`config.mk`:
```
export PLATFORM = sky130hd
export DESIGN_NAME = modular_arithmetic_unit
export DESIGN_NICKNAME = d
export VERILOG_FILES = /design/src/sv/mau_pkg.sv /design/src/sv/mau_serial.sv /design/src/sv/modular_arithmetic_unit.sv
export SDC_FILE = /design/constraint.sdc
export NUM_CORES = 2
export LEC_CHECK = 0
export BUFFER_PORTS_ARGS = -buffer_cell sky130_fd_sc_hd__buf_2
export CORE_AREA = 2 2 338 340
export DETAILED_ROUTE_END_ITERATION = 10
export DIE_AREA = 0 0 340 342
export GPL_TIMING_DRIVEN = 0
export PLACE_DENSITY = 0.66
export SLEW_MARGIN = 20
export SYNTH_ARGS = -nofsm -noshare
export SYNTH_HDL_FRONTEND = slang
export SYNTH_HIERARCHICAL = 1
export SYNTH_SLANG_ARGS = --single-unit
```
`constraint.sdc`:
```
create_clock -name clk -period 24.8 [get_ports clk]
set_input_delay 1.24 -clock clk [delete_from_list [all_inputs] [get_ports clk]]
set_output_delay 1.24 -clock clk [all_outputs]
set_load 0.05 [all_outputs]
```
`src/sv/mau_pkg.sv`:
```
// shared types, codes and helpers for the modular arithmetic unit
// no dependencies
package mau_pkg;

  localparam int MW = 31;
  localparam int DW = 64;
  localparam int CW = 7;

  typedef logic [MW-1:0] res_t;

  typedef enum logic [2:0] {
    OP_ADD = 3'd0,
    OP_SUB = 3'd1,
    OP_MUL = 3'd2,
    OP_DIV = 3'd3,
    OP_POW = 3'd4,
    OP_NEG = 3'd5,
    OP_RED = 3'd6,
    OP_NOP = 3'd7
  } op_t;

  localparam logic [1:0] ST_OK     = 2'd0;
  localparam logic [1:0] ST_NOINV  = 2'd1;
  localparam logic [1:0] ST_NEGEXP = 2'd2;

  typedef enum logic [10:0] {
    S_IDLE = 11'b00000000001,
    S_RA   = 11'b00000000010,
    S_RB   = 11'b00000000100,
    S_DISP = 11'b00000001000,
    S_MUL  = 11'b00000010000,
    S_EDIV = 11'b00000100000,
    S_EMUL = 11'b00001000000,
    S_PBIT = 11'b00010000000,
    S_PMUL = 11'b00100000000,
    S_PSQR = 11'b01000000000,
    S_DONE = 11'b10000000000
  } state_t;

  typedef struct packed {
    logic          go;
    logic [DW-1:0] src;
    logic [CW-1:0] nbits;
    res_t          d;
    res_t          addend;
  } ser_cmd_t;

  typedef struct packed {
    logic done;
    res_t acc;
    res_t quo;
  } ser_rsp_t;

  function automatic res_t mod_add(input res_t x, input res_t y, input res_t m);
    logic [MW:0] s;
    s = {1'b0, x} + {1'b0, y};
    if (s >= {1'b0, m}) begin
      s = s - {1'b0, m};
    end
    return s[MW-1:0];
  endfunction

  function automatic res_t mod_sub(input res_t x, input res_t y, input res_t m);
    logic [MW:0] s;
    if (x >= y) begin
      s = {1'b0, x} - {1'b0, y};
    end else begin
      s = {1'b0, x} + {1'b0, m} - {1'b0, y};
    end
    return s[MW-1:0];
  endfunction

  function automatic res_t fix_neg(input logic neg, input res_t r, input res_t m);
    res_t o;
    o = r;
    if (neg && r != '0) begin
      o = m - r;
    end
    return o;
  endfunction

endpackage

```
`src/sv/mau_serial.sv`:
```
// bit-serial shift-and-reduce unit: remainder, quotient and modular product
// depends on mau_pkg
module mau_serial (
  input  logic               clk,
  input  logic               rst,
  input  mau_pkg::ser_cmd_t  cmd,
  output mau_pkg::ser_rsp_t  rsp
);
  import mau_pkg::*;

  logic [DW-1:0] src;
  logic [CW-1:0] cnt;
  res_t          acc;
  res_t          quo;
  res_t          d;
  res_t          addend;
  logic          done;

  logic [MW+1:0] t;
  logic [MW+1:0] d1;
  logic [MW+1:0] d2;
  res_t          acc_next;

  always_comb begin
    t  = {1'b0, acc, 1'b0} + {2'b00, (src[DW-1] ? addend : '0)};
    d1 = {2'b00, d};
    d2 = {1'b0, d, 1'b0};
    if (t >= d2) begin
      acc_next = res_t'(t - d2);
    end else if (t >= d1) begin
      acc_next = res_t'(t - d1);
    end else begin
      acc_next = t[MW-1:0];
    end
  end

  always_ff @(posedge clk) begin
    if (rst) begin
      cnt  <= '0;
      done <= 1'b0;
    end else begin
      if (cmd.go) begin
        src    <= cmd.src;
        cnt    <= cmd.nbits;
        d      <= cmd.d;
        addend <= cmd.addend;
        acc    <= '0;
        quo    <= '0;
        done   <= 1'b0;
      end else if (cnt != '0) begin
        src  <= {src[DW-2:0], 1'b0};
        cnt  <= cnt - 1'b1;
        acc  <= acc_next;
        quo  <= {quo[MW-2:0], (t >= d1)};
        done <= (cnt == CW'(1));
      end else begin
        done <= 1'b0;
      end
    end
  end

  assign rsp.done = done;
  assign rsp.acc  = acc;
  assign rsp.quo  = quo;

endmodule

```
`src/sv/modular_arithmetic_unit.sv`:
```
// top level: sequencer of the modular arithmetic unit around one serial unit
// depends on mau_pkg and mau_serial
//
// channel   | handshake          | payload
// command   | start / busy       | op, a, b
// result    | done (strobe)      | result, status
// config    | cfg_we             | cfg_data
//
// each operand reduction shifts all 64 operand bits through the serial unit, a product all 31
// residue bits; one inverse step is a division plus a product, up to about 45 steps. power
// spends a product and a square on each set exponent bit and a square alone on each clear
// one up to its highest set bit. add, subtract, negate, reduce raise done after both operand
// reductions and the dispatch. reset returns to idle with modulus 998244353; results cannot stall
module modular_arithmetic_unit (
  input  logic                 clk,
  input  logic                 rst,
  input  logic                 start,
  output logic                 busy,
  input  logic [2:0]           op,
  input  logic signed [63:0]   a,
  input  logic signed [63:0]   b,
  input  logic                 cfg_we,
  input  logic [30:0]          cfg_data,
  output logic                 done,
  output logic [30:0]          result,
  output logic [1:0]           status
);
  import mau_pkg::*;

  state_t        state;
  logic          issued;
  op_t           opr;
  logic [DW-1:0] ain;
  logic [DW-1:0] bin;
  res_t          modulus;
  res_t          ra;
  res_t          rb;
  res_t          e_ra;
  res_t          e_rm;
  res_t          eu;
  res_t          ev;
  res_t          eq;
  res_t          pres;
  res_t          px;
  logic [DW-2:0] pexp;
  res_t          mx;
  res_t          my;
  res_t          res_q;
  logic [1:0]    st_q;

  ser_cmd_t cmd;
  ser_rsp_t rsp;

  mau_serial u_ser (
    .clk (clk),
    .rst (rst),
    .cmd (cmd),
    .rsp (rsp)
  );

  always_comb begin
    cmd.go     = 1'b0;
    cmd.src    = '0;
    cmd.nbits  = CW'(MW);
    cmd.d      = modulus;
    cmd.addend = res_t'(1);
    unique case (state)
      S_RA: begin
        cmd.go    = !issued;
        cmd.src   = ain[DW-1] ? (~ain + 1'b1) : ain;
        cmd.nbits = CW'(DW);
      end
      S_RB: begin
        cmd.go    = !issued;
        cmd.src   = bin[DW-1] ? (~bin + 1'b1) : bin;
        cmd.nbits = CW'(DW);
      end
      S_MUL: begin
        cmd.go     = !issued;
        cmd.src    = {my, {(DW-MW){1'b0}}};
        cmd.addend = mx;
      end
      S_EDIV: begin
        cmd.go  = !issued && e_ra != '0;
        cmd.src = {e_rm, {(DW-MW){1'b0}}};
        cmd.d   = e_ra;
      end
      S_EMUL: begin
        cmd.go     = !issued;
        cmd.src    = {eq, {(DW-MW){1'b0}}};
        cmd.addend = ev;
      end
      S_PMUL: begin
        cmd.go     = !issued;
        cmd.src    = {px, {(DW-MW){1'b0}}};
        cmd.addend = pres;
      end
      S_PSQR: begin
        cmd.go     = !issued;
        cmd.src    = {px, {(DW-MW){1'b0}}};
        cmd.addend = px;
      end
      default: begin
      end
    endcase
  end

  always_ff @(posedge clk) begin
    if (rst) begin
      state   <= S_IDLE;
      issued  <= 1'b0;
      modulus <= res_t'(998244353);
    end else begin
      if (cmd.go) begin
        issued <= 1'b1;
      end else if (rsp.done) begin
        issued <= 1'b0;
      end
      if (cfg_we) begin
        modulus <= cfg_data;
      end
      unique case (state)
        S_IDLE: begin
          if (start) begin
            opr <= op_t'(op);
            ain <= a;
            bin <= b;
            if (modulus == '0) begin
              res_q <= '0;
              st_q  <= ST_OK;
              state <= S_DONE;
            end else begin
              state <= S_RA;
            end
          end
        end
        S_RA: begin
          if (rsp.done) begin
            ra    <= fix_neg(ain[DW-1], rsp.acc, modulus);
            state <= S_RB;
          end
        end
        S_RB: begin
          if (rsp.done) begin
            rb    <= fix_neg(bin[DW-1], rsp.acc, modulus);
            state <= S_DISP;
          end
        end
        S_DISP: begin
          unique case (opr)
            OP_ADD: begin
              res_q <= mod_add(ra, rb, modulus);
              st_q  <= ST_OK;
              state <= S_DONE;
            end
            OP_SUB: begin
              res_q <= mod_sub(ra, rb, modulus);
              st_q  <= ST_OK;
              state <= S_DONE;
            end
            OP_MUL: begin
              mx    <= ra;
              my    <= rb;
              state <= S_MUL;
            end
            OP_DIV: begin
              e_rm  <= modulus;
              e_ra  <= rb;
              eu    <= '0;
              ev    <= (modulus == res_t'(1)) ? '0 : res_t'(1);
              state <= S_EDIV;
            end
            OP_POW: begin
              if (bin[DW-1]) begin
                res_q <= '0;
                st_q  <= ST_NEGEXP;
                state <= S_DONE;
              end else begin
                pres  <= (modulus == res_t'(1)) ? '0 : res_t'(1);
                px    <= ra;
                pexp  <= bin[DW-2:0];
                state <= S_PBIT;
              end
            end
            OP_NEG: begin
              res_q <= mod_sub('0, ra, modulus);
              st_q  <= ST_OK;
              state <= S_DONE;
            end
            OP_RED: begin
              res_q <= ra;
              st_q  <= ST_OK;
              state <= S_DONE;
            end
            OP_NOP: begin
              res_q <= '0;
              st_q  <= ST_OK;
              state <= S_DONE;
            end
          endcase
        end
        S_MUL: begin
          if (rsp.done) begin
            res_q <= rsp.acc;
            st_q  <= ST_OK;
            state <= S_DONE;
          end
        end
        S_EDIV: begin
          if (!issued && e_ra == '0) begin
            if (e_rm == res_t'(1)) begin
              mx    <= ra;
              my    <= eu;
              state <= S_MUL;
            end else begin
              res_q <= '0;
              st_q  <= ST_NOINV;
              state <= S_DONE;
            end
          end else if (rsp.done) begin
            eq    <= rsp.quo;
            e_rm  <= e_ra;
            e_ra  <= rsp.acc;
            state <= S_EMUL;
          end
        end
        S_EMUL: begin
          if (rsp.done) begin
            eu    <= ev;
            ev    <= mod_sub(eu, rsp.acc, modulus);
            state <= S_EDIV;
          end
        end
        S_PBIT: begin
          if (pexp == '0) begin
            res_q <= pres;
            st_q  <= ST_OK;
            state <= S_DONE;
          end else if (pexp[0]) begin
            state <= S_PMUL;
          end else begin
            state <= S_PSQR;
          end
        end
        S_PMUL: begin
          if (rsp.done) begin
            pres  <= rsp.acc;
            state <= S_PSQR;
          end
        end
        S_PSQR: begin
          if (rsp.done) begin
            px    <= rsp.acc;
            pexp  <= {1'b0, pexp[DW-2:1]};
            state <= S_PBIT;
          end
        end
        S_DONE: begin
          state <= S_IDLE;
        end
        default: state <= S_IDLE;
      endcase
    end
  end

  assign busy   = (state != S_IDLE);
  assign done   = (state == S_DONE);
  assign result = res_q;
  assign status = st_q;

  a_done_idle: assert property (@(posedge clk) disable iff (rst)
    done |=> !busy) else $error("no return to idle after result beat");

  a_start_busy: assert property (@(posedge clk) disable iff (rst)
    (start && !busy) |=> busy) else $error("accepted command did not go busy");

  a_res_range: assert property (@(posedge clk) disable iff (rst)
    (done && modulus != '0) |-> result < modulus) else $error("result not reduced");

  a_err_zero: assert property (@(posedge clk) disable iff (rst)
    (done && status != ST_OK) |-> result == '0) else $error("error beat with nonzero result");

  a_status_code: assert property (@(posedge clk) disable iff (rst)
    done |-> (status == ST_OK || status == ST_NOINV || status == ST_NEGEXP))
    else $error("bad status code");

endmodule
```
==> impl_metrics.tcl <==
set metrics [dict create \
    finalSetupViolCount 0 \
    worst_hold_slack_ns 0.4285 \
    slew_violations 0 \
    final.setup.tns_ns 0 \
    drc 0 \
    drt_first_iter_violations 7251 \
    netlist_instances 5603 \
    synth_area_um2 55980 \
    ys_seq_area_share_pct 42.37 \
    worstPathRequired_ns 25.16 \
    cts_tree "built" \
    power_w 0.007271 \
    dieArea_um2 116300 \
    hpwl_um 190600 \
    worst_pin_slew_ns 1.290 \
    cap_violations 0 \
    grt_first_pass_wirelength_um 328600 \
    end_kind "flip-flop" \
    hold_viol 0 \
    mostFrequentLayoutCell "edfxtp_1" \
    layout_min_cycle_time_ns 7.280 \
    yosys.cell_types.count 105 \
    clk_path_buf_depth 3 \
    fp.dieW_um 340 \
    final_cell_area_um2 62780 \
    path_max_fanout 10 \
    dieHeight_um 342 \
    timing.fmax_ghz 0.1374 \
    ys_ff_latch 807 \
    ir_worst_vdd_mv 0.09999 \
    initial_core_util_pct 49.50 \
    postRouteAntennaNets 0 \
    hold_class "flip-flop to flip-flop" \
    synthArstFlopShare_pct 0 \
    area_growth_pct 12.14 \
    antenna_found_initial 29 \
    status "complete, no violations" \
    first_pass_iters 9 \
    grt_max_degree 30 \
    cts_made_buffers 91 \
    wl_per_cell_um 31.42 \
    drive_above_1_share_pct 11.51 \
    leakage_nw 24.64 \
    synth_edf_count 756 \
    gp_congestion 1.049 \
    hold_buffers 0 \
    clock-sinks 807 \
    via_per_inst 6.557 \
    rsz0062_at_grt "no" \
    clk_latency_ns 0.73 \
    relSlewSlack_pct 13.09 \
    via_count 49570 \
    root_buffer "clkbuf_16" \
    fin_crit_sh_pct 29.35 \
    start_kind "flip-flop" \
    placed_area_um2 59780 \
    clk_pin_slew_ns 0.06 \
    yosys_warnings 6 \
    layout_common_cells "756 x edfxtp_1, 476 x nand2_1, 387 x inv_1" \
    placementRows 124 \
    ioPinCount 201 \
    synth_area_per_cell_um2 9.992 \
    critical_path_class "flip-flop to flip-flop" \
    syn-num-nets 6179 \
    postCtsSetupBuffers 0 \
    cts-resized-gates 0 \
    grt_usage_pct 39.62 \
    first_global_vias 45840 \
    htreeDepth 3 \
    synth_ff_type "edfxtp_1" \
    finalClockSkew_ns 0.09124 \
    port_buffers 198 \
    worstPathArrival_ns 7.64 \
    layout.nets 6533 \
    totalWireLength_um 237500 \
    core_um2 113100 \
    power.density_nw_per_um2 115.8 \
    overflow 0 \
]
## per-stage QoR
step	cells	worst slack (ns)	utilization, %
after floorplan	5603	12.89	-
after global placement	7313	7.895	52.05
after detailed placement	7376	17.58	52.85
after CTS	7544	17.52	55.47
after global routing	7544	17.09	55.47
final	7560	17.52	55.50
## where the power goes
group | internal, W | switching (W) | total (W)
logic | 0.00147 | 0.00237 | 0.00384
clock network | 0.000756 | 0.000612 | 0.00137
registers | 0.00179 | 0.000276 | 0.00206
total | 0.00401 | 0.00326 | 0.00727
## synthesized netlist by cell type (12+ instances only)
cell	count	area share, %
a211o_1	14	0.22
a211oi_1	61	0.82
a21boi_0	17	0.23
a21o_1	149	2.0
a21oi_1	384	3.4
a221oi_1	49	0.77
a222oi_1	15	0.27
a22o_1	31	0.48
a22oi_1	55	0.74
a311oi_1	12	0.19
a31oi_1	51	0.57
and2_1	80	0.89
and3_1	43	0.48
buf_1	18	0.12
clkbuf_1	205	1.4
dfxtp_1	51	1.8
edfxtp_1	756	41
fa_1	69	2.5
ha_1	341	7.6
inv_1	387	2.6
mux2_2	182	3.7
mux2i_1	63	1.1
nand2_1	476	3.2
nand2b_1	42	0.47
nand3_1	65	0.58
nand3b_1	12	0.16
nand4_1	56	0.63
nor2_1	316	2.1
nor2b_1	86	0.96
nor3_1	85	0.76
nor3b_1	13	0.17
nor4_1	78	0.87
o211ai_1	30	0.40
o21a_1	40	0.54
o21ai_0	391	3.5
o21bai_1	45	0.60
o221ai_1	30	0.47
o22ai_1	41	0.46
o31ai_1	62	0.83
o41ai_1	20	0.31
or2_2	24	0.27
or3_1	59	0.66
or4_1	13	0.17
xnor2_1	205	3.2
xor2_1	201	3.1
## kinds of logic after synthesis
logic type / after synthesis / share of synthesized area, %
AO/OA/AOI/OAI: 1610 / 18.83
XOR/XNOR: 406 / 6.352
adder cells (fa/ha/maj): 410 / 10.09
buffers and inverters: 633 / 4.394
flip-flops: 807 / 42.37
multiplexers: 246 / 4.814
other: 1 / 0.006698
AND/OR/NAND/NOR: 1490 / 13.14
## path summary, 6_finish.rpt
check	endpoint	from	slack (ns)	depth (start not counted)
max	u_ser/acc[24]	u_ser/src[63]	17.52	21
min	eq[30]	u_ser/quo[30]	0.43	0
max reg2reg	u_ser/acc[24]	u_ser/src[63]	17.52	21
min reg2reg	eq[30]	u_ser/quo[30]	0.43	0
## flip-flops by register name, indices dropped and copies added (netlist names), 63 cells and up
register and count:
bin 64, pexp 63, ain 64, u_ser/src 64
## routing by layer
layer,share of wire [%],global-route usage [%]
met3,12,12.46
met1,39,51.50
met2,43,58.56
met5,0.056,0
met4,6.3,22.20
## worst max-delay path: stages (launching register included)
cell,delay [ns]
edfxtp_1,0.50
clkbuf_1,0.38
and2_1,0.19
ha_1,0.28
a2111oi_0,0.57
o21ai_0,0.30
nand4_1,0.24
nand2_1,0.18
a31oi_1,0.31
o21bai_1,0.11
xor2_1,0.36
ha_1,0.36
a21o_1,0.21
a21o_1,0.17
a21o_1,0.23
a211o_1,0.31
a21oi_1,0.22
o211ai_1,0.35
nor2_1,0.30
buf_2,0.35
clkbuf_1,0.69
a31oi_1,0.31
## final cells by class
class / instances / area, um^2
repair buffers: 261 / 1769
multi-input cells: 4163 / 29930
flip-flops and latches: 807 / 23720
clock inverters: 49 / 554.3
fillers: 10260 / 50330
inverters: 392 / 1471
well taps: 1512 / 1892
diodes: 16 / 40.04
plain buffers: 241 / 996.0
clock buffers: 119 / 2402
No activity file was read; power rests on OpenSTA's default activity.
